### src/rtl/core/aac_pkg.sv
// Package for the annealing acceptance controller: request and result types,
// register map codes, and the exp(-x) probability table. No dependencies.
`default_nettype none
package aac_pkg;

	localparam int PROB_SCALE = 1000;
	localparam int EXP_TABLE_DEPTH = 256;
	localparam int IDX_W = $clog2(EXP_TABLE_DEPTH);
	localparam int PROB_W = $clog2(PROB_SCALE + 1);

	localparam logic [2:0] REG_T_START = 3'd0;
	localparam logic [2:0] REG_T_END = 3'd1;
	localparam logic [2:0] REG_COOLING = 3'd2;
	localparam logic [2:0] REG_MOVES = 3'd3;
	localparam logic [2:0] REG_MAXIMIZE = 3'd4;

	localparam logic OP_START = 1'b0;
	localparam logic OP_CAND = 1'b1;

	typedef struct packed {
		logic        op;
		logic [30:0] score;
		logic [9:0]  random_draw;
	} req_t;

	typedef struct packed {
		logic        accepted;
		logic        new_best;
		logic        run_finished;
		logic [31:0] temperature;
		logic [30:0] current_score;
		logic [30:0] best_score;
		logic        best_valid;
	} res_t;

	typedef struct packed {
		logic [31:0] t_start;
		logic [31:0] t_end;
		logic [15:0] cooling_rate;
		logic [15:0] moves;
		logic        maximize;
	} cfg_t;

	typedef logic [PROB_W-1:0] prob_t;
	typedef prob_t prob_tab_t [EXP_TABLE_DEPTH];

	function automatic logic [63:0] exp_neg_step(input logic [63:0] h);
		logic [63:0] term, pos, neg;
		term = 64'd1 << 30;
		pos = 64'd1 << 30;
		neg = 64'd0;
		for (int k = 1; k <= 24; k++) begin
			term = ((term * h) >> 30) / 64'(k);
			if (k % 2 == 1) neg = neg + term;
			else pos = pos + term;
		end
		return (pos > neg) ? pos - neg : 64'd0;
	endfunction

	function automatic prob_tab_t build_prob();
		prob_tab_t t;
		logic [63:0] h, r, v;
		h = (64'd16 << 30) / 64'(EXP_TABLE_DEPTH);
		r = exp_neg_step(h);
		v = 64'd1 << 30;
		for (int i = 0; i < EXP_TABLE_DEPTH; i++) begin
			if (i > 0) v = (v * r + (64'd1 << 29)) >> 30;
			t[i] = PROB_W'((64'(PROB_SCALE) * v) >> 30);
		end
		return t;
	endfunction

	localparam prob_tab_t PROB_TAB = build_prob();

endpackage
`default_nettype wire

### src/rtl/core/annealing_acceptance_controller_unit.sv
// Top level of the annealing acceptance controller: APB register file,
// sequencer and state. Uses aac_pkg, aac_divider and aac_cooler.
//
// Usage: program registers over APB (t_start 0x00, t_end 0x04, cooling_rate
// 0x08, moves_per_temperature 0x0C, maximize 0x10) while idle. Requests come in
// on the req channel (valid/ready) and each yields one result on the res channel.
// A start request, or a candidate while the run is finished, goes from idle
// straight to the output state. A candidate that is better, equal, or met at
// zero temperature passes the divide, judge and output states without the
// divider. Any other candidate runs the bit-serial divider for d/T and a table
// lookup; cooling adds a pass through the shift-add multiplier. ready is high
// whenever the sequencer is idle, so the next request can be taken as soon as
// a result is presented. A stalled receiver holds the result in the output
// register while one more request is worked; that request waits at the end
// until the register frees. Reset clears state and loads register reset values;
// the run is finished until a start request with t_start >= t_end arrives.
`default_nettype none
module annealing_acceptance_controller_unit (
	input  wire logic           clk,
	input  wire logic           arst_n,
	input  wire logic           psel,
	input  wire logic           penable,
	input  wire logic           pwrite,
	input  wire logic [4:0]     paddr,
	input  wire logic [31:0]    pwdata,
	output logic [31:0]         prdata,
	output logic                pready,
	input  wire logic           req_valid,
	output logic                req_ready,
	input  wire aac_pkg::req_t  req,
	output logic                res_valid,
	input  wire logic           res_ready,
	output aac_pkg::res_t       res
);
	import aac_pkg::*;

	localparam logic [2:0] ST_IDLE = 3'd0;
	localparam logic [2:0] ST_DIV = 3'd1;
	localparam logic [2:0] ST_JUDGE = 3'd2;
	localparam logic [2:0] ST_COOL = 3'd3;
	localparam logic [2:0] ST_OUT = 3'd4;

	cfg_t cfg_q;
	logic [2:0]  state_q;
	req_t        req_q;
	logic [30:0] held_q, best_q;
	logic        best_v_q, fin_q, acc_q, nb_q, prob_ok_q, div_go_q;
	logic [31:0] temp_q;
	logic [15:0] move_q;

	logic        div_start, div_done, div_big, cool_start, cool_done;
	logic [19:0] div_quot;
	logic [31:0] cool_out;
	logic [30:0] diff;
	logic        better, beats_best, out_load;
	logic [15:0] move_nx;
	logic [2:0]  widx;

	assign pready = 1'b1;
	assign widx = paddr[4:2];

	always_ff @(posedge clk or negedge arst_n) begin
		if (!arst_n) begin
			cfg_q <= '{t_start: 32'd6553600, t_end: 32'd65536, cooling_rate: 16'd62259,
				moves: 16'd100, maximize: 1'b0};
		end else if (psel && penable && pwrite) begin
			unique case (widx)
				REG_T_START:  cfg_q.t_start <= pwdata;
				REG_T_END:    cfg_q.t_end <= pwdata;
				REG_COOLING:  cfg_q.cooling_rate <= pwdata[15:0];
				REG_MOVES:    cfg_q.moves <= pwdata[15:0];
				REG_MAXIMIZE: cfg_q.maximize <= pwdata[0];
				default: ;
			endcase
		end
	end

	always_comb begin
		unique case (widx)
			REG_T_START:  prdata = cfg_q.t_start;
			REG_T_END:    prdata = cfg_q.t_end;
			REG_COOLING:  prdata = {16'd0, cfg_q.cooling_rate};
			REG_MOVES:    prdata = {16'd0, cfg_q.moves};
			REG_MAXIMIZE: prdata = {31'd0, cfg_q.maximize};
			default:      prdata = 32'd0;
		endcase
	end

	assign diff = (req_q.score > held_q) ? req_q.score - held_q : held_q - req_q.score;
	assign better = cfg_q.maximize ? (req_q.score > held_q) : (req_q.score < held_q);
	assign beats_best = cfg_q.maximize ? (req_q.score > best_q) : (req_q.score < best_q);
	assign move_nx = move_q + 16'd1;

	assign req_ready = (state_q == ST_IDLE);
	assign out_load = (state_q == ST_OUT) && (!res_valid || res_ready);
	assign div_start = div_go_q && !better && (diff != 31'd0) && (temp_q != 32'd0);
	assign cool_start = (state_q == ST_JUDGE) && (move_nx >= cfg_q.moves);

	aac_divider u_div (
		.clk(clk), .arst_n(arst_n), .start(div_start), .dividend(diff),
		.divisor(temp_q), .done(div_done), .quot(div_quot), .big(div_big)
	);

	aac_cooler u_cool (
		.clk(clk), .arst_n(arst_n), .start(cool_start), .temp_in(temp_q),
		.rate(cfg_q.cooling_rate), .done(cool_done), .temp_out(cool_out)
	);

	logic [IDX_W-1:0] tab_idx;
	logic             x_over;
	assign x_over = div_big;
	assign tab_idx = IDX_W'(({12'd0, div_quot} * 32'(EXP_TABLE_DEPTH)) >> 20);

	always_ff @(posedge clk or negedge arst_n) begin
		if (!arst_n) begin
			state_q <= ST_IDLE;
			res_valid <= 1'b0;
			held_q <= '0;
			best_q <= '0;
			best_v_q <= 1'b0;
			fin_q <= 1'b1;
			temp_q <= '0;
			move_q <= '0;
			acc_q <= 1'b0;
			nb_q <= 1'b0;
			prob_ok_q <= 1'b0;
			div_go_q <= 1'b0;
		end else begin
			res_valid <= out_load || (res_valid && !res_ready);
			div_go_q <= (state_q == ST_IDLE) && req_valid && (req.op == OP_CAND) && !fin_q;
			unique case (state_q)
				ST_IDLE: begin
					if (req_valid && req_ready) begin
						req_q <= req;
						acc_q <= 1'b0;
						nb_q <= 1'b0;
						if (req.op == OP_START) begin
							held_q <= req.score;
							best_q <= '0;
							best_v_q <= 1'b0;
							temp_q <= cfg_q.t_start;
							move_q <= '0;
							fin_q <= cfg_q.t_start < cfg_q.t_end;
							state_q <= ST_OUT;
						end else if (fin_q) begin
							state_q <= ST_OUT;
						end else begin
							state_q <= ST_DIV;
						end
					end
				end
				ST_DIV: begin
					if (better) begin
						prob_ok_q <= 1'b0;
						state_q <= ST_JUDGE;
					end else if (diff == 31'd0) begin
						prob_ok_q <= 32'(req_q.random_draw) < 32'(PROB_SCALE);
						state_q <= ST_JUDGE;
					end else if (temp_q == 32'd0) begin
						prob_ok_q <= 1'b0;
						state_q <= ST_JUDGE;
					end else if (div_done) begin
						prob_ok_q <= !x_over &&
							(32'(req_q.random_draw) < 32'(PROB_TAB[tab_idx]));
						state_q <= ST_JUDGE;
					end
				end
				ST_JUDGE: begin
					if (better || prob_ok_q) begin
						acc_q <= 1'b1;
						held_q <= req_q.score;
						if (!best_v_q || beats_best) begin
							best_q <= req_q.score;
							best_v_q <= 1'b1;
							nb_q <= 1'b1;
						end
					end
					if (move_nx >= cfg_q.moves) begin
						move_q <= '0;
						state_q <= ST_COOL;
					end else begin
						move_q <= move_nx;
						state_q <= ST_OUT;
					end
				end
				ST_COOL: begin
					if (cool_done) begin
						temp_q <= cool_out;
						if (cool_out < cfg_q.t_end) fin_q <= 1'b1;
						state_q <= ST_OUT;
					end
				end
				ST_OUT: begin
					if (out_load) state_q <= ST_IDLE;
				end
				default: state_q <= ST_IDLE;
			endcase
		end
	end

	always_ff @(posedge clk) begin
		if (out_load) begin
			res.accepted <= acc_q;
			res.new_best <= nb_q;
			res.run_finished <= fin_q;
			res.temperature <= temp_q;
			res.current_score <= held_q;
			res.best_score <= best_q;
			res.best_valid <= best_v_q;
		end
	end
endmodule
`default_nettype wire

### src/rtl/core/aac_divider.sv
// Restoring divider, one quotient bit per cycle: q = floor((d << 32) / t).
// Only the low 20 quotient bits and an overflow flag are kept. Uses aac_pkg.
`default_nettype none
module aac_divider (
	input  wire logic        clk,
	input  wire logic        arst_n,
	input  wire logic        start,
	input  wire logic [30:0] dividend,
	input  wire logic [31:0] divisor,
	output logic             done,
	output logic [19:0]      quot,
	output logic             big
);
	import aac_pkg::*;

	logic [62:0] num_q;
	logic [32:0] rem_q;
	logic [5:0]  cnt_q;
	logic        busy_q;
	logic [33:0] trial;

	assign trial = {rem_q, num_q[62]} - {2'b00, divisor};

	always_ff @(posedge clk or negedge arst_n) begin
		if (!arst_n) begin
			busy_q <= 1'b0;
			done <= 1'b0;
			cnt_q <= '0;
		end else begin
			done <= 1'b0;
			if (start) begin
				busy_q <= 1'b1;
				cnt_q <= 6'd0;
			end else if (busy_q) begin
				cnt_q <= cnt_q + 6'd1;
				if (cnt_q == 6'd62) begin
					busy_q <= 1'b0;
					done <= 1'b1;
				end
			end
		end
	end

	always_ff @(posedge clk) begin
		if (start) begin
			num_q <= {dividend, 32'd0};
			rem_q <= '0;
			quot <= '0;
			big <= 1'b0;
		end else if (busy_q) begin
			num_q <= {num_q[61:0], 1'b0};
			if (!trial[33]) begin
				rem_q <= trial[32:0];
				if (cnt_q < 6'd43) big <= 1'b1;
				quot <= {quot[18:0], 1'b1};
			end else begin
				rem_q <= {rem_q[31:0], num_q[62]};
				quot <= {quot[18:0], 1'b0};
			end
		end
	end
endmodule
`default_nettype wire

### src/rtl/core/aac_cooler.sv
// Shift-add multiplier for cooling: t = (t * rate) >> 16, one rate bit a cycle.
// Uses aac_pkg.
`default_nettype none
module aac_cooler (
	input  wire logic        clk,
	input  wire logic        arst_n,
	input  wire logic        start,
	input  wire logic [31:0] temp_in,
	input  wire logic [15:0] rate,
	output logic             done,
	output logic [31:0]      temp_out
);
	import aac_pkg::*;

	logic [47:0] acc_q;
	logic [15:0] rate_q;
	logic [31:0] t_q;
	logic [4:0]  cnt_q;
	logic        busy_q;

	assign temp_out = acc_q[47:16];

	always_ff @(posedge clk or negedge arst_n) begin
		if (!arst_n) begin
			busy_q <= 1'b0;
			done <= 1'b0;
			cnt_q <= '0;
		end else begin
			done <= 1'b0;
			if (start) begin
				busy_q <= 1'b1;
				cnt_q <= '0;
			end else if (busy_q) begin
				cnt_q <= cnt_q + 5'd1;
				if (cnt_q == 5'd15) begin
					busy_q <= 1'b0;
					done <= 1'b1;
				end
			end
		end
	end

	always_ff @(posedge clk) begin
		if (start) begin
			acc_q <= '0;
			rate_q <= rate;
			t_q <= temp_in;
		end else if (busy_q) begin
			acc_q <= {1'b0, acc_q[47:1]} + (rate_q[0] ? {1'b0, t_q, 15'd0} : 48'd0);
			rate_q <= {1'b0, rate_q[15:1]};
		end
	end
endmodule
`default_nettype wire
### config.mk
export PLATFORM = sky130hd
export DESIGN_NAME = annealing_acceptance_controller_unit
export DESIGN_NICKNAME = d
export VERILOG_FILES = /design/src/rtl/core/aac_pkg.sv /design/src/rtl/core/annealing_acceptance_controller_unit.sv /design/src/rtl/core/aac_divider.sv /design/src/rtl/core/aac_cooler.sv
export SDC_FILE = /design/constraint.sdc
export NUM_CORES = 1
export LEC_CHECK = 0
export BUFFER_PORTS_ARGS = -buffer_cell sky130_fd_sc_hd__buf_2
export CAP_MARGIN = 20
export CORE_MARGIN = 3
export CORE_UTILIZATION = 40
export CTS_CLUSTER_DIAMETER = 100
export DETAILED_ROUTE_END_ITERATION = 10
export PLACE_DENSITY = 0.59
export SKIP_LAST_GASP = 1
export SLEW_MARGIN = 40
export SYNTH_ARGS = -nofsm -noshare
export SYNTH_HDL_FRONTEND = slang
export SYNTH_SLANG_ARGS = --single-unit
export TNS_END_PERCENT = 1
### constraint.sdc
create_clock -name clk -period 7.35 [get_ports clk]
set_clock_uncertainty 0.05 [all_clocks]
set_input_delay 1.47 -clock clk [delete_from_list [all_inputs] [get_ports clk]]
set_output_delay 1.47 -clock clk [all_outputs]
set_load 0.01 [all_outputs]
==> summary.md <==
| Metric | Value |
|---|---|
| Outcome | `finished, final reports clean` |
| Vias per inst | `around 5.5` |
| Clock sinks | `approximately 540` |
| Post-DRT Antenna Nets | `0` |
| Largest net degree at the start of global routing | `slightly above 80` |
| Syn nets | `between 3,000 and 4,000` |
| H-tree levels | `3` |
| DR vias | `~25,000` |
| Critical Path End Type | `flip-flop` |
| Critical Path RT | `approximately 7.6 ns` |
| First-pass GRT wire length | `141 mm` |
| Total power | `between 15 and 20 mW` |
| Worst relative slew slack | `roughly 46%` |
| Final Util | `roughly 46%` |
| Placed Area | `0.0344 mm2` |
| Final setup vio count | `0` |
| Die Y | `just under 300 um` |
| Remaining DRCs | `0` |
| Worst hold slack | `between 0.4 and 0.5 ns` |
| Core ar. | `roughly 0.080 mm2` |
| Final wirelength | `slightly below 90 mm` |
| P&R area growth vs syn | `13.1%` |
| Die area | `between 0.08 and 0.09 mm2` |
| Clk slew on worst S/H paths | `0.06 ns` |
| Least-Margin Pin Slew | `0.806 ns` |
| Seq/Total Area, Yosys | `a little over two fifths` |
| GPL Wtd Cong | `slightly above 0.9` |
| TNS Setup | `0 ns` |
| Grt ovf | `0` |
| Leakage Power | `16.1 nW` |
| Clock buffer depth | `3` |
| Max-Cap Viols | `0` |
| Layout cells sized above 1 | `16.2%` |
| Max IR drop VDD | `0.256 mV` |
| Vias in the first global route | `approximately 24,000` |
| Top Ports | `roughly 220` |
| Crit path launch type | `flip-flop` |
| Setup WS post-layout | `around 1.4 ns` |
| Max-slew violations | `0` |
| RSZ-0062 raised after global routing | `false` |
| Number of flops mapped to enable cells by yosys | `218` |
| Post-CTS Setup Bufs | `0` |
| Detailed Place HPWL | `about 65 mm` |
| Initial DRC count | `1,694` |
| TritonCTS clock tree | `built` |
| Total GRT Usage | `about a fifth` |
| Post-synthesis simple-gate area fraction | `13.1%` |
| Post-synth ARST share | `a little over two fifths` |
| Main combinational cell family by area after synthesis | `compound AO/OA/AOI/OAI gates` |
| Register bit total from synthesis | `between 500 and 600` |
| Final #Nets | `approximately 3,800` |
| Post-CTS Hold Fix Bufs | `0` |
| Post-synthesis adder-cell area fraction | `10.5%` |
| First-pass iteration count of the detailed router | `7` |
| Kind of critical path | `reg2reg` |
| Clock latency on the worst-skew pair | `just over 0.6 ns` |
| Class of the worst hold path | `reg2reg` |
| Mapped Cells | `between 3,000 and 4,000` |
| Drt wl/cell | `between 15 and 20 um` |
| Die Span X | `~290 um` |
| Post-cts sizing count | `0` |
| Fin cells | `around 4,500` |
| Ys flop type | `edfxtp_1` |
| CTS Buf Count | `66` |
| DP Worst Slack | `around 1.5 ns` |
| Distinct cells, synth | `96` |
| Syn_area_per_cell | `9.92 um2` |
| Netlist Area Pre-Place | `between 0.03 and 0.04 mm2` |
| Initial Utilization | `between 40 and 50%` |
| Final worst path period share | `between 80 and 90%` |
| Ys Warns | `0` |
| Arr. time, crit path | `6.18 ns` |
| Synth Area in XOR/XNOR | `under 10%` |
| Root Driver | `clkbuf_16` |
| Peak Freq | `roughly 170 MHz` |
| Std cell rows | `roughly 100` |
| Port buffer count | `roughly 220` |
| Min Clock Period, post-route | `approximately 6 ns` |
| Synth Area in Compound Gates | `16.9%` |
| Number of hold violations in the final report | `0` |
| Antenna violations before repair | `2` |
| Total power divided by cell area | `roughly 430 mW/mm2` |
| CP Max Fanout | `50` |
| Design Area, Final | `between 0.03 and 0.04 mm2` |
| Placed Cells incl. Taps | `roughly 4,400` |
| Multiplexer share of the synthesized area | `7.73%` |
flip-flops by register name (all words and copies together) (netlist names), 3 cells and up:
| signal | flops |
|---|---|
| u_div.rem_q | 33 |
| u_cool.rate_q | 16 |
| temp_q | 32 |
| cfg_q | 97 |
| move_q | 16 |
| u_cool.acc_q | 32 |
| req_q | 41 |
| best_q | 31 |
| held_q | 31 |
| u_div.num_q | 31 |
| u_cool.t_q | 32 |
| u_div.quot | 20 |
| u_cool.cnt_q | 5 |
| res | 98 |
| u_div.cnt_q | 6 |
| state_q | 3 |
path summary, 6_finish.rpt:
kind / slack [ns] / end / cells past startpoint / start
max: 1.43 / u_div.num_q[57] / 14 / req_q[14]
min: 0.40 / res[97] / 0 / acc_q
max reg2reg: 1.43 / u_div.num_q[57] / 14 / req_q[14]
min reg2reg: 0.40 / res[97] / 0 / acc_q
max in group asynchronous: 5.20 / u_div.busy_q / 2 / arst_n
min in group asynchronous: 0.75 / cfg_q[55] / 1 / arst_n
cell families (layout without fill, tap and decap cells):
logic type,count (synthesis),count (layout)
and+or+nand+nor,875,875
AOI/OAI and AO/OA,842,842
DFF,536,536
buffers and inverters,390,605
adders and majority gates,269,269
muxes,228,228
xor gates and xnor gates,118,118
other,1,2
metal layers:
layer	track usage (%)	share of wire (%)	up-vias
li1	-	-	12100
met1	27.7	45	11900
met2	35.1	48	552
met3	2.68	4.0	144
met4	6.71	3.1	2
met5	0	0.015	-
layout by cell type (no fill, tap or decap), types with 15 or more instances in the layout:
cell type / instances
dfstp_2: 18
a21o_1: 84
a211oi_1: 47
edfxtp_1: 218
a211oi_2: 15
xor2_1: 46
or3_1: 16
buf_2: 214
dfxtp_1: 85
mux2i_1: 112
o211ai_1: 16
a21oi_1: 263
nand4_1: 50
nor2_1: 292
dfrtp_1: 212
and3_1: 20
o21ai_0: 177
o21a_1: 31
o221ai_1: 19
a31oi_1: 16
nand2_1: 193
nand3_1: 58
xnor2_1: 70
mux2_2: 101
nor2b_1: 29
nand2b_1: 34
and2_1: 42
clkbuf_1: 17
clkbuf_16: 66
o21bai_1: 18
ha_1: 265
inv_1: 234
nor3_1: 51
buf_4: 30
nor4_1: 19
a22oi_1: 21
Yosys cell counts, types with 31 or more instances:
cell type | number | share of area, %
nor2_1 | 297 | 3.4
ha_1 | 265 | 10
a21oi_1 | 263 | 4.1
inv_1 | 234 | 2.7
edfxtp_1 | 218 | 20
dfrtp_1 | 214 | 17
nand2_1 | 194 | 2.3
o21ai_0 | 179 | 2.8
mux2i_1 | 112 | 3.5
clkbuf_1 | 103 | 1.2
mux2_2 | 101 | 3.5
dfxtp_1 | 86 | 5.3
a21o_1 | 84 | 2.0
xnor2_1 | 71 | 1.9
nand3_1 | 58 | 0.90
nor3_1 | 52 | 0.81
nand4_1 | 50 | 0.97
a211oi_1 | 47 | 1.1
xor2_1 | 47 | 1.3
and2_1 | 42 | 0.81
nand2b_1 | 34 | 0.66
o21a_1 | 31 | 0.72
power by group:
group	internal, mW	switching (mW)
clock network	1.88	1.33
registers	4.15	0.774
logic	2.98	4.55
total	9.01	6.66
final cells by class:
class	count	area, um2
diodes	1	2.50
clock buffers	89	1800
clock inverters	32	325
fillers	7594	43000
inverters	235	882
multi-input cells	2333	16800
flip-flops and latches	536	14100
well taps	1050	1310
repair buffers	249	1370
worst max-delay path, stage by stage, from the launching register on:
cell and delay, ns:
edfxtp_1 0.38, inv_1 0.08, ha_1 0.54, nand4_1 0.23, nor3_1 0.39, nand4b_1 0.28
and4bb_1 0.29, a21bo_1 0.43, nand2_4 0.29, a21o_1 0.31, o21bai_1 0.23, nor2_1 0.51
o31a_2 0.72, buf_4 0.71, o21ai_0 0.17
No activity file was read; power rests on OpenSTA's default activity.
